--- config.mk ---
export PLATFORM = sky130hd
export DESIGN_NAME = scrolling_graph_pixel_updater_top
export DESIGN_NICKNAME = d
export VERILOG_FILES = /design/src/rtl/sgpu_pkg.sv /design/src/rtl/scrolling_graph_pixel_updater_top.sv /design/src/rtl/sgpu_front.sv /design/src/rtl/sgpu_queue.sv /design/src/rtl/sgpu_back.sv
export SDC_FILE = /design/constraint.sdc
export NUM_CORES = 2
export LEC_CHECK = 0
export ABC_AREA = 1
export BUFFER_PORTS_ARGS = -buffer_cell sky130_fd_sc_hd__buf_2
export CAP_MARGIN = 20
export CORE_ASPECT_RATIO = 0.75
export CORE_MARGIN = 3
export CORE_UTILIZATION = 40
export DETAILED_ROUTE_END_ITERATION = 10
export PLACE_DENSITY_LB_ADDON = 0.15
export SKIP_CTS_REPAIR_TIMING = 1
export SLEW_MARGIN = 5
export SYNTH_ARGS = -nofsm -noshare
export SYNTH_HDL_FRONTEND = slang
export SYNTH_HIERARCHICAL = 1
export SYNTH_SLANG_ARGS = --single-unit
--- constraint.sdc ---
create_clock -name clk -period 17.79 [get_ports clk]
set_input_delay 3.558 -clock clk [delete_from_list [all_inputs] [get_ports clk]]
set_output_delay 3.558 -clock clk [all_outputs]
set_load 0.1 [all_outputs]
--- src/rtl/sgpu_pkg.sv ---
// Package for the scrolling strip chart pixel updater.
// Holds the register index codes and the command passed from front to back.
// No dependencies.
package sgpu_pkg;

    localparam int RegIdxW = 3;

    localparam logic [RegIdxW-1:0] REG_ORIGIN_X = 3'd0;
    localparam logic [RegIdxW-1:0] REG_ORIGIN_Y = 3'd1;
    localparam logic [RegIdxW-1:0] REG_WIDTH    = 3'd2;
    localparam logic [RegIdxW-1:0] REG_HEIGHT   = 3'd3;
    localparam logic [RegIdxW-1:0] REG_X_GAIN   = 3'd4;
    localparam logic [RegIdxW-1:0] REG_Y_GAIN   = 3'd5;
    localparam logic [RegIdxW-1:0] REG_FG       = 3'd6;
    localparam logic [RegIdxW-1:0] REG_BG       = 3'd7;

    localparam logic OP_APPEND = 1'b0;
    localparam logic OP_PLOT   = 1'b1;

    typedef struct packed {
        logic       op;
        logic [7:0] col;
        logic [7:0] height;
    } cmd_t;

    typedef struct packed {
        logic [7:0]  origin_x;
        logic [7:0]  bottom;
        logic [15:0] fg_colour;
        logic [15:0] bg_colour;
    } draw_cfg_t;

    typedef enum logic [1:0] {
        F_IDLE,
        F_MUL,
        F_DIV,
        F_PUSH
    } front_state_t;

    typedef enum logic [2:0] {
        B_IDLE,
        B_WALK,
        B_ERASE,
        B_PLOT,
        B_FLUSH
    } back_state_t;

endpackage

--- src/rtl/scrolling_graph_pixel_updater_top.sv ---
// Channel  | Handshake            | Payload
// in       | in_valid / in_stall  | op, sample_y, sample_x
// out      | out_valid / out_stall| pixel_x, pixel_y, colour, last
// cfg      | cfg_we               | cfg_index, cfg_data
// An append item takes the front through one multiply and one division, a plot through
// two of each; the shared bit-serial remainder unit (33 steps per value) does each division.
// The back takes a command, walks the columns (every column for an append, only the
// addressed one for a plot), erases and replots each changed column, then flushes.
// Reset clears the column store and all control state at once; a stalled output
// holds its pixel while the front keeps quantizing the next item into the queue.
module scrolling_graph_pixel_updater_top
    import sgpu_pkg::*;
#(
    parameter int NUM_COLUMNS = 32
) (
    input  logic         clk,
    input  logic         rst_n,
    input  logic         in_valid,
    output logic         in_stall,
    input  logic         op,
    input  logic [15:0]  sample_y,
    input  logic [15:0]  sample_x,
    output logic         out_valid,
    input  logic         out_stall,
    output logic [7:0]   pixel_x,
    output logic [7:0]   pixel_y,
    output logic [15:0]  colour,
    output logic         last,
    input  logic         cfg_we,
    input  logic [2:0]   cfg_index,
    input  logic [31:0]  cfg_data
);

    localparam int WW = $clog2(NUM_COLUMNS + 1);

    logic [7:0]  origin_x_reg;
    logic [7:0]  origin_y_reg;
    logic [5:0]  width_reg;
    logic [7:0]  height_reg;
    logic [31:0] x_gain_reg;
    logic [31:0] y_gain_reg;
    logic [15:0] fg_reg;
    logic [15:0] bg_reg;

    logic [WW-1:0] w_eff;
    logic [7:0]    h_eff;
    draw_cfg_t     dcfg;
    logic          push;
    cmd_t          push_cmd;
    logic          q_full;
    logic          q_empty;
    logic          pop;
    cmd_t          pop_cmd;

    always_ff @(posedge clk or negedge rst_n)
    begin
        if (!rst_n)
        begin
            origin_x_reg <= 8'd0;
            origin_y_reg <= 8'd0;
            width_reg    <= 6'd32;
            height_reg   <= 8'd64;
            x_gain_reg   <= 32'd65536;
            y_gain_reg   <= 32'd65536;
            fg_reg       <= 16'd65503;
            bg_reg       <= 16'd0;
        end
        else if (cfg_we)
        begin
            unique case (cfg_index)
                REG_ORIGIN_X: origin_x_reg <= cfg_data[7:0];
                REG_ORIGIN_Y: origin_y_reg <= cfg_data[7:0];
                REG_WIDTH:    width_reg    <= cfg_data[5:0];
                REG_HEIGHT:   height_reg   <= cfg_data[7:0];
                REG_X_GAIN:   x_gain_reg   <= cfg_data;
                REG_Y_GAIN:   y_gain_reg   <= cfg_data;
                REG_FG:       fg_reg       <= cfg_data[15:0];
                REG_BG:       bg_reg       <= cfg_data[15:0];
                default:
                begin
                end
            endcase
        end
    end

    assign w_eff = (width_reg == 6'd0) ? WW'(1) :
                   (width_reg > 6'(NUM_COLUMNS)) ? WW'(NUM_COLUMNS) : WW'(width_reg);
    assign h_eff = (height_reg == 8'd0) ? 8'd1 : height_reg;

    assign dcfg.origin_x  = origin_x_reg;
    assign dcfg.bottom    = origin_y_reg + h_eff - 8'd1;
    assign dcfg.fg_colour = fg_reg;
    assign dcfg.bg_colour = bg_reg;

    sgpu_front #(
        .WW (WW)
    ) u_front (
        .clk      (clk),
        .rst_n    (rst_n),
        .in_valid (in_valid),
        .in_stall (in_stall),
        .op       (op),
        .sample_y (sample_y),
        .sample_x (sample_x),
        .x_gain   (x_gain_reg),
        .y_gain   (y_gain_reg),
        .w_eff    (w_eff),
        .h_eff    (h_eff),
        .push     (push),
        .push_cmd (push_cmd),
        .q_full   (q_full)
    );

    sgpu_queue u_queue (
        .clk      (clk),
        .rst_n    (rst_n),
        .push     (push),
        .push_cmd (push_cmd),
        .full     (q_full),
        .pop      (pop),
        .empty    (q_empty),
        .pop_cmd  (pop_cmd)
    );

    sgpu_back #(
        .NUM_COLUMNS (NUM_COLUMNS),
        .WW          (WW)
    ) u_back (
        .clk       (clk),
        .rst_n     (rst_n),
        .q_empty   (q_empty),
        .pop       (pop),
        .cmd       (pop_cmd),
        .dcfg      (dcfg),
        .w_eff     (w_eff),
        .out_valid (out_valid),
        .out_stall (out_stall),
        .pixel_x   (pixel_x),
        .pixel_y   (pixel_y),
        .colour    (colour),
        .last      (last)
    );

endmodule

--- src/rtl/sgpu_front.sv ---
// Front part: accepts items and quantizes sample values into a height and, for a plot, a column.
// Uses sgpu_pkg; feeds commands into sgpu_queue.
module sgpu_front
    import sgpu_pkg::*;
#(
    parameter int WW = 6
) (
    input  logic          clk,
    input  logic          rst_n,
    input  logic          in_valid,
    output logic          in_stall,
    input  logic          op,
    input  logic [15:0]   sample_y,
    input  logic [15:0]   sample_x,
    input  logic [31:0]   x_gain,
    input  logic [31:0]   y_gain,
    input  logic [WW-1:0] w_eff,
    input  logic [7:0]    h_eff,
    output logic          push,
    output cmd_t          push_cmd,
    input  logic          q_full
);

    front_state_t state_reg, state_next;
    logic         op_reg;
    logic [15:0]  sy_reg;
    logic [15:0]  sx_reg;
    logic         phase_x_reg;
    logic [32:0]  dvd_reg;
    logic [7:0]   n_reg;
    logic [7:0]   rem_reg;
    logic [5:0]   cnt_reg;
    logic [7:0]   hq_reg;
    logic [7:0]   cq_reg;

    logic [15:0]  mul_a;
    logic [31:0]  mul_b;
    logic [47:0]  prod;
    logic [48:0]  rounded;
    logic [8:0]   trial;
    logic [7:0]   rem_next;
    logic         div_done;

    assign mul_a   = phase_x_reg ? sx_reg : sy_reg;
    assign mul_b   = phase_x_reg ? x_gain : y_gain;
    assign prod    = mul_a * mul_b;
    assign rounded = {1'b0, prod} + 49'h8000;
    assign trial   = {rem_reg, dvd_reg[32]};
    assign rem_next = (trial >= {1'b0, n_reg}) ? 8'(trial - {1'b0, n_reg}) : trial[7:0];
    assign div_done = (cnt_reg == 6'd1);

    always_comb
    begin
        state_next = state_reg;
        unique case (state_reg)
            F_IDLE:
            begin
                if (in_valid)
                begin
                    state_next = F_MUL;
                end
            end
            F_MUL:
            begin
                state_next = F_DIV;
            end
            F_DIV:
            begin
                if (div_done)
                begin
                    if (!phase_x_reg && op_reg == OP_PLOT)
                    begin
                        state_next = F_MUL;
                    end
                    else
                    begin
                        state_next = F_PUSH;
                    end
                end
            end
            F_PUSH:
            begin
                if (!q_full)
                begin
                    state_next = F_IDLE;
                end
            end
            default:
            begin
                state_next = F_IDLE;
            end
        endcase
    end

    always_comb
    begin
        in_stall = 1'b1;
        push     = 1'b0;
        unique case (state_reg)
            F_IDLE:  in_stall = 1'b0;
            F_PUSH:  push = !q_full;
            default: in_stall = 1'b1;
        endcase
    end

    assign push_cmd.op     = op_reg;
    assign push_cmd.col    = cq_reg;
    assign push_cmd.height = hq_reg;

    always_ff @(posedge clk or negedge rst_n)
    begin
        if (!rst_n)
        begin
            state_reg <= F_IDLE;
        end
        else
        begin
            state_reg <= state_next;
        end
    end

    always_ff @(posedge clk)
    begin
        case (state_reg)
            F_IDLE:
            begin
                op_reg      <= op;
                sy_reg      <= sample_y;
                sx_reg      <= sample_x;
                phase_x_reg <= 1'b0;
                cq_reg      <= 8'd0;
            end
            F_MUL:
            begin
                dvd_reg <= rounded[48:16];
                n_reg   <= phase_x_reg ? 8'(w_eff) : h_eff;
                rem_reg <= 8'd0;
                cnt_reg <= 6'd33;
            end
            F_DIV:
            begin
                rem_reg <= rem_next;
                dvd_reg <= {dvd_reg[31:0], 1'b0};
                cnt_reg <= cnt_reg - 6'd1;
                if (div_done)
                begin
                    if (phase_x_reg)
                    begin
                        cq_reg <= rem_next;
                    end
                    else
                    begin
                        hq_reg      <= rem_next;
                        phase_x_reg <= 1'b1;
                    end
                end
            end
            default:
            begin
            end
        endcase
    end

endmodule

--- src/rtl/sgpu_queue.sv ---
// Two-entry command queue between the front and back parts.
// Uses sgpu_pkg for the command type.
module sgpu_queue
    import sgpu_pkg::*;
(
    input  logic clk,
    input  logic rst_n,
    input  logic push,
    input  cmd_t push_cmd,
    output logic full,
    input  logic pop,
    output logic empty,
    output cmd_t pop_cmd
);

    cmd_t       mem_reg [2];
    logic       wr_ptr_reg;
    logic       rd_ptr_reg;
    logic [1:0] count_reg;

    assign full    = (count_reg == 2'd2);
    assign empty   = (count_reg == 2'd0);
    assign pop_cmd = mem_reg[rd_ptr_reg];

    always_ff @(posedge clk or negedge rst_n)
    begin
        if (!rst_n)
        begin
            wr_ptr_reg <= 1'b0;
            rd_ptr_reg <= 1'b0;
            count_reg  <= 2'd0;
        end
        else
        begin
            if (push)
            begin
                wr_ptr_reg <= !wr_ptr_reg;
            end
            if (pop)
            begin
                rd_ptr_reg <= !rd_ptr_reg;
            end
            if (push && !pop)
            begin
                count_reg <= count_reg + 2'd1;
            end
            else if (pop && !push)
            begin
                count_reg <= count_reg - 2'd1;
            end
        end
    end

    always_ff @(posedge clk)
    begin
        if (push)
        begin
            mem_reg[wr_ptr_reg] <= push_cmd;
        end
    end

    assert property (@(posedge clk) disable iff (!rst_n) full |-> !push)
        else $error("Queue written while full.");
    assert property (@(posedge clk) disable iff (!rst_n) empty |-> !pop)
        else $error("Queue read while empty.");
    assert property (@(posedge clk) disable iff (!rst_n) count_reg != 2'd3)
        else $error("Queue count exceeded its depth.");

endmodule

--- src/rtl/sgpu_back.sv ---
// Back part: walks the column store, emits erase and plot pixel items.
// Uses sgpu_pkg; takes commands from sgpu_queue.
module sgpu_back
    import sgpu_pkg::*;
#(
    parameter int NUM_COLUMNS = 32,
    parameter int WW = 6
) (
    input  logic          clk,
    input  logic          rst_n,
    input  logic          q_empty,
    output logic          pop,
    input  cmd_t          cmd,
    input  draw_cfg_t     dcfg,
    input  logic [WW-1:0] w_eff,
    output logic          out_valid,
    input  logic          out_stall,
    output logic [7:0]    pixel_x,
    output logic [7:0]    pixel_y,
    output logic [15:0]   colour,
    output logic          last
);

    localparam int CW = $clog2(NUM_COLUMNS);

    back_state_t state_reg, state_next;
    logic [7:0]    col_h_reg [NUM_COLUMNS];
    logic          op_reg;
    logic [CW-1:0] cur_col_reg;
    logic [7:0]    h_reg;

    logic          p_valid_reg;
    logic [7:0]    p_x_reg;
    logic [7:0]    p_y_reg;
    logic [15:0]   p_col_reg;

    logic          out_valid_reg;
    logic [7:0]    out_x_reg;
    logic [7:0]    out_y_reg;
    logic [15:0]   out_col_reg;
    logic          out_last_reg;

    logic [CW-1:0] last_col;
    logic          last_step;
    logic [7:0]    old_h;
    logic [7:0]    new_h;
    logic          out_free;
    logic          advance;
    logic          produce;
    logic          commit;
    logic [7:0]    prod_y;
    logic [15:0]   prod_col;

    assign last_col  = CW'(w_eff - WW'(1));
    assign last_step = (op_reg == OP_PLOT) || (cur_col_reg == last_col);
    assign old_h     = (op_reg == OP_PLOT) ? col_h_reg[cur_col_reg] : col_h_reg[0];
    assign new_h     = last_step ? h_reg : col_h_reg[1];
    assign out_free  = !out_valid_reg || !out_stall;
    assign advance   = !p_valid_reg || out_free;

    always_comb
    begin
        state_next = state_reg;
        unique case (state_reg)
            B_IDLE:
            begin
                if (!q_empty)
                begin
                    state_next = B_WALK;
                end
            end
            B_WALK:
            begin
                if (old_h != new_h)
                begin
                    state_next = B_ERASE;
                end
                else if (last_step)
                begin
                    state_next = B_FLUSH;
                end
            end
            B_ERASE:
            begin
                if (advance)
                begin
                    state_next = B_PLOT;
                end
            end
            B_PLOT:
            begin
                if (advance)
                begin
                    state_next = last_step ? B_FLUSH : B_WALK;
                end
            end
            B_FLUSH:
            begin
                if (!p_valid_reg || out_free)
                begin
                    state_next = B_IDLE;
                end
            end
            default:
            begin
                state_next = B_IDLE;
            end
        endcase
    end

    always_comb
    begin
        pop      = 1'b0;
        produce  = 1'b0;
        commit   = 1'b0;
        prod_y   = dcfg.bottom - old_h;
        prod_col = dcfg.bg_colour;
        unique case (state_reg)
            B_IDLE:
            begin
                pop = !q_empty;
            end
            B_WALK:
            begin
                commit = (old_h == new_h);
            end
            B_ERASE:
            begin
                produce = advance;
            end
            B_PLOT:
            begin
                produce  = advance;
                commit   = advance;
                prod_y   = dcfg.bottom - new_h;
                prod_col = dcfg.fg_colour;
            end
            default:
            begin
            end
        endcase
    end

    always_ff @(posedge clk or negedge rst_n)
    begin
        if (!rst_n)
        begin
            state_reg     <= B_IDLE;
            p_valid_reg   <= 1'b0;
            out_valid_reg <= 1'b0;
            for (int k = 0; k < NUM_COLUMNS; k++)
            begin
                col_h_reg[k] <= 8'd0;
            end
        end
        else
        begin
            state_reg <= state_next;
            if (produce)
            begin
                p_valid_reg   <= 1'b1;
                out_valid_reg <= p_valid_reg ? 1'b1 : (out_valid_reg && out_stall);
            end
            else if (state_reg == B_FLUSH && p_valid_reg && out_free)
            begin
                p_valid_reg   <= 1'b0;
                out_valid_reg <= 1'b1;
            end
            else if (!out_stall)
            begin
                out_valid_reg <= 1'b0;
            end
            if (commit)
            begin
                if (op_reg == OP_PLOT)
                begin
                    col_h_reg[cur_col_reg] <= new_h;
                end
                else
                begin
                    for (int k = 0; k < NUM_COLUMNS; k++)
                    begin
                        if (CW'(k) == last_col)
                        begin
                            col_h_reg[k] <= new_h;
                        end
                        else if (CW'(k) < last_col && k < NUM_COLUMNS - 1)
                        begin
                            col_h_reg[k] <= col_h_reg[k + 1];
                        end
                    end
                end
            end
        end
    end

    always_ff @(posedge clk)
    begin
        if (state_reg == B_IDLE && !q_empty)
        begin
            op_reg      <= cmd.op;
            cur_col_reg <= (cmd.op == OP_PLOT) ? CW'(cmd.col) : '0;
            h_reg       <= cmd.height;
        end
        else if (commit && !last_step)
        begin
            cur_col_reg <= cur_col_reg + CW'(1);
        end
        if (produce)
        begin
            p_x_reg   <= dcfg.origin_x + 8'(cur_col_reg);
            p_y_reg   <= prod_y;
            p_col_reg <= prod_col;
        end
        if ((produce && p_valid_reg) || (state_reg == B_FLUSH && p_valid_reg && out_free))
        begin
            out_x_reg    <= p_x_reg;
            out_y_reg    <= p_y_reg;
            out_col_reg  <= p_col_reg;
            out_last_reg <= (state_reg == B_FLUSH);
        end
    end

    assign out_valid = out_valid_reg;
    assign pixel_x   = out_x_reg;
    assign pixel_y   = out_y_reg;
    assign colour    = out_col_reg;
    assign last      = out_last_reg;

    assert property (@(posedge clk) disable iff (!rst_n) state_reg == B_IDLE |-> !p_valid_reg)
        else $error("Pending pixel left behind at the end of an item.");
    assert property (@(posedge clk) disable iff (!rst_n)
        state_reg == B_WALK |-> cur_col_reg <= last_col)
        else $error("Column walk ran past the chart width.");
    assert property (@(posedge clk) disable iff (!rst_n) state_reg == B_ERASE |-> old_h != new_h)
        else $error("Erase started for an unchanged column.");

endmodule
## Word level (Yosys, flattened, before mapping)

Memories as Yosys holds them, arrays and structs flattened.
Cells that the tools add are included.

| word-level totals | value |
|---|---|
| register bits after elaboration | 577 |
| memory bits (writable) | 34 |
| input port bits | 73 |
| output and inout bits | 35 |
| logic and storage cells | 414 |
| memories kept | 1 |

| cells by class | value |
|---|---|
| add/subtract/negate cells | 12 |
| multipliers | 1 |
| $lt $le $gt $ge | 35 |
| equal/unequal tests | 60 |
| mux-type cells | 120 |
| bitwise logic cells | 2 |
| reduce and logical (&&, ||, !) cells | 115 |

Memories:

| memory | depth | width | read ports | clocked after memory_dff | write ports | line | RTL |
|---|---|---|---|---|---|---|---|
| u_queue.mem_reg | 2 | 17 | 1 | 0 | 1 | sgpu_queue.sv:16 | `cmd_t mem_reg [2];` |

Operator list:

| cell | number |
|---|---|
| 8-bit 2-to-1 mux | 73 |
| 256-bit bitwise mux | 1 |
| 256-bit 2-to-1 mux | 1 |
| 3-bit nonzero test | 31 |
| 2-bit AND reduction | 41 |
| 5-bit == test, first input constant | 16 |
| 5-bit less-than comparator, first input constant | 15 |
| 33-bit case mux with 2 select lines | 1 |
| 48-bit by 16-bit adder with 49-bit output, second input constant | 1 |
| 16-bit by 32-bit multiplier with 48-bit output | 1 |
| 8-bit binary-select mux with 5-bit select | 1 |
| 8-bit demux with 5-bit select | 1 |
| 4-bit by 5-bit == test with 1-bit output, first input constant | 8 |
| 4-bit by 5-bit less-than comparator with 1-bit output, first input constant | 8 |
| 16-bit 2-to-1 mux | 2 |
| 32-bit 2-to-1 mux | 1 |
| 8-bit case mux with 2 select lines | 2 |
| 8-bit subtractor | 3 |
| 3-bit 2-to-1 mux | 7 |
| 3-bit by 5-bit == test with 1-bit output, first input constant | 4 |
| 3-bit by 5-bit less-than comparator with 1-bit output, first input constant | 4 |
| 6-bit 2-to-1 mux | 3 |
| 3-bit == test, second input constant | 5 |
| 5-bit 2-to-1 mux | 3 |
| other kinds (47) | 112 |

## Depth between registers and ports, before layout

| logic depth | value |
|---|---|
| depth in word-level cells | 12 |
| depth in mapped cells | 33 |
| mapped depth without buffers | 31 |

## Cells and area by module

The synthesis kept the hierarchy.

By module, submodules not included:

| module | times used | cells an instance | area each (um^2) | sequential area each (um^2) |
|---|---|---|---|---|
| sgpu_back | 1 | 3718 | 24029.3 | 8903.5 |
| sgpu_front | 1 | 2688 | 22118.7 | 3203.1 |
| scrolling_graph_pixel_updater_top | 1 | 562 | 5185.0 | 3176.8 |
| sgpu_queue | 1 | 78 | 1483.9 | 1121.1 |

## Worst setup path after synthesis

No wires, ideal clock.

| timing path | value |
|---|---|
| path type | input-to-reg |
| start | input out_stall |
| end | register u_back.out_col_reg[0] (netlist: u_back/colour[0]), enable pin |
| arrival time | 6.220 ns |
| data required time | 17.321 ns |
| path slack | 11.101 ns |
| stages | 5 |
| buffers on the path | 0 |
| path through | nand2_1 -> nor2_1 -> inv_1 -> nand2_1 -> o21ai_0 |

| between the ends | value |
|---|---|
| cells in the longest elaborated chain, start to end | 6 |
| elaborated cells on any way between the ends | 7 |
| classes of those cells | mux (1); reduce/logical (6) |

RTL lines:

| element | line | RTL |
|---|---|---|
| start: declaration | scrolling_graph_pixel_updater_top.sv:24 | `input logic out_stall,` |
| 1-bit logical NOT * | sgpu_back.sv:58 | `assign out_free = !out_valid_reg \|\| !out_stall;` |
| 1-bit logical OR * | sgpu_back.sv:58 |  |
| 1-bit logical OR | sgpu_back.sv:59 | `assign advance = !p_valid_reg \|\| out_free;` |
| 1-bit 2-to-1 mux | sgpu_back.sv:118 | `unique case (state_reg)` |
| 1-bit logical AND | sgpu_back.sv:215 | `if ((produce && p_valid_reg) \|\| (state_reg == B_FLUSH && p_valid_reg && out_free))` |
| 1-bit logical OR * | sgpu_back.sv:215 |  |
| end signal: assignment | sgpu_back.sv:219 | `out_col_reg <= p_col_reg;` |
| end: declaration | sgpu_back.sv:40 | `logic [15:0] out_col_reg;` |

Every way passes the cells marked *; elsewhere a longest branch is shown, timed or not.
A chain may end at the register's enable or synchronous reset.

## Worst setup path in the final report

| timing path | value |
|---|---|
| start | register u_front.phase_x_reg |
| end | register u_front.dvd_reg[32] (data pin) |

| between the ends | value |
|---|---|
| cells in the longest elaborated chain, start to end | 4 |
| elaborated cells on any way between the ends | 5 |
| classes of those cells | add/sub (1); mul (1); mux (3) |

RTL lines:

| element | line | RTL |
|---|---|---|
| start: declaration | sgpu_front.sv:28 | `logic phase_x_reg;` |
| start signal: assignment | sgpu_front.sv:130 | `phase_x_reg <= 1'b0;` |
| start signal: assignment | sgpu_front.sv:154 | `phase_x_reg <= 1'b1;` |
| 16-bit 2-to-1 mux or 32-bit 2-to-1 mux (tied branches) | sgpu_front.sv:44, sgpu_front.sv:45 |  |
| 16-bit by 32-bit multiplier with 48-bit output * | sgpu_front.sv:46 | `assign prod = mul_a * mul_b;` |
| 48-bit by 16-bit adder with 49-bit output * | sgpu_front.sv:47 | `assign rounded = {1'b0, prod} + 49'h8000;` |
| 33-bit case mux with 2 select lines * | sgpu_front.sv:124 | `case (state_reg)` |
| end signal: assignment | sgpu_front.sv:135 | `dvd_reg <= rounded[48:16];` |
| end signal: assignment | sgpu_front.sv:143 | `dvd_reg <= {dvd_reg[31:0], 1'b0};` |
| end: declaration | sgpu_front.sv:29 | `logic [32:0] dvd_reg;` |

Marked as above.

==> results.md <==
- Critical path's slowest cell: inv_1
- Wire per inst: 20.36 um
- Later-pin clock latency in the skew report: 0.69 ns
- Post-Syn Area: 52510 um^2
- CTS tree: done
- Kind of end point of the critical path: flip-flop
- Critical Path Start Type: flip-flop
- Die ar.: 135700 um^2
- N_diodes: 0
- Sink Count: 602
- IO Port Bufs: 107
- Initial core utilization: 40.50%
- Status: finished clean
- Worst-path clk slew: 0.06 ns
- R2R setup slack: 9.47 ns
- Layout area overhead: 8.671%
- HP Start: u_back/p_x_reg[0]
- Period minus WS final: 8.320 ns
- Antenna Nets Post-Route: 0
- Die Wd: 424.4 um
- Worst hold stages: 0
- Mean Syn Cell Area: 7.466 um^2
- Hold Path Sink: u_back/pixel_x[0]
- Core outline area: 129700 um^2
- Total Neg Setup Slack: 0 ns
- Hold crit path type: reg2reg
- Htree depth: 3
- Final Util: 44.01%
- DR iter-0 viols: 5788
- Tot GR Track Use: 26.41%
- Worst path max stage delay: 0.90 ns
- R2R depth: 24
- Maximum clock path buffer count: 3
- Post-DP HPWL: 130600 um
- Fmax: 0.1202 GHz
- Number of I/O pins: 108
- Post-Syn Nets: 7726
- Top cell by count, worst path: fa_1
- # setup viols final: 0
- Cts bufs inserted: 73
- Max FO, Critical Path: 40
- Max reg flops: 256
- Drt pass-1 iters: 6
- Final hold vios: 0
- Max_cap viols: 0
- Hold WS: 0.4168 ns
- Critical path origin: u_front/phase_x_reg
- Tcrit/Tclk final: 46.77%
- Critical path, cell by cell: buf_4 -> buf_4 -> o21ai_2 -> inv_1 -> nand2_1 -> fa_1 -> fa_1 -> fa_1 -> inv_1 -> fa_1 -> fa_1 -> inv_1 -> fa_1 -> inv_1 -> ha_1 -> nand2_1 -> inv_1 -> a21oi_1 -> a21boi_0 -> o21bai_1 -> a21oi_1 -> nand3_1 -> nand3_1 -> nand2_1
- Total Nets Final: 7691
- Skew final: 0.05133 ns
- CP Class: reg2reg
- Row Count: 114
- Cells after synthesis: 7034
- R2R Path Start: u_front/phase_x_reg
- Worst-margin pin slew: 1.149 ns
- Die Ht: 319.8 um
- Arrival @ worst endpoint: 8.71 ns
- CP Data Required Time: 18.19 ns
- GPL Wtd Cong: 0.9508
- Layout cells sized above 1: 7.327%
- YS warnings: 6
- First-pass GRT wire length: 276500 um
- Antenna violations before repair: 2
- Largest net degree at the start of global routing: 185
- Number of global-route vias before repair: 43.76k
- Slew headroom: 23.12%
- Routed WL: 179100 um
- Vias: 46.65k
- Max-slew violations: 0
- Congestion Overflow GR: 0
- DRC: 0
- Vias per cell: 5.303
- CP top delay family: adder cells
- Critical path buffer and inverter count: 7
- R2R Path End: u_front/dvd_reg[32]
- RSZ-0062 raised after global routing: no
- Root buffer cell: clkbuf_16
## how the worst max path moves through the flow
| stage | slack (ns) | cells past startpoint | endpoint |
|---|---|---|---|
| after floorplan | 11.10 | 5 | u_back/colour[0] |
| after global placement | 9.78 | 24 | u_front/dvd_reg[32] |
| after detailed placement | 9.73 | 26 | u_front/dvd_reg[29] |
| after CTS | 9.67 | 26 | u_front/dvd_reg[29] |
| after global routing | 9.13 | 28 | u_front/dvd_reg[29] |
| final | 9.47 | 24 | u_front/dvd_reg[32] |
## metrics by stage
stage	std cells	setup slack (ns)	instance area, um^2
2_1_floorplan	7034	11.10	52510
3_3_place_gp	8660	9.778	54450
3_5_place_dp	8661	9.735	54480
4_1_cts	8793	9.670	56990
5_1_grt	8796	9.127	57070
6_report	8796	9.470	57070
## placed cells by master, fill, tap and decap left out, drive strengths merged, types with 102 or more instances in the layout
master,count
inv,1194
fa,422
ha,197
nand3,455
nor2,503
clkbuf,102
o21ai,830
a21oi,152
dfrtp,374
buf,188
nand2,2046
edfxtp,209
## layer usage
metal  share of wire [%]  vias up  track usage (%)
met4                 1.4        0            4.148
met3                  11      164            6.619
met5                   0        -                0
met2                  38     2084            34.62
li1                    -    21910                -
met1                  49    22500            43.29
## area by class of cell
class	count	area [um^2]
Fill cell	13280	72590
Clock inverter	30	430.4
Timing Repair Buffer	188	1264
Tap cell	1740	2177
Clock buffer	102	2079
Multi-Input combinational cell	4910	30380
Sequential cell	602	16130
Inverter	1224	4599
Power is left out: the tool's default activity adds up to more than one toggle a clock period on the data nets, which glitch-free logic cannot reach.
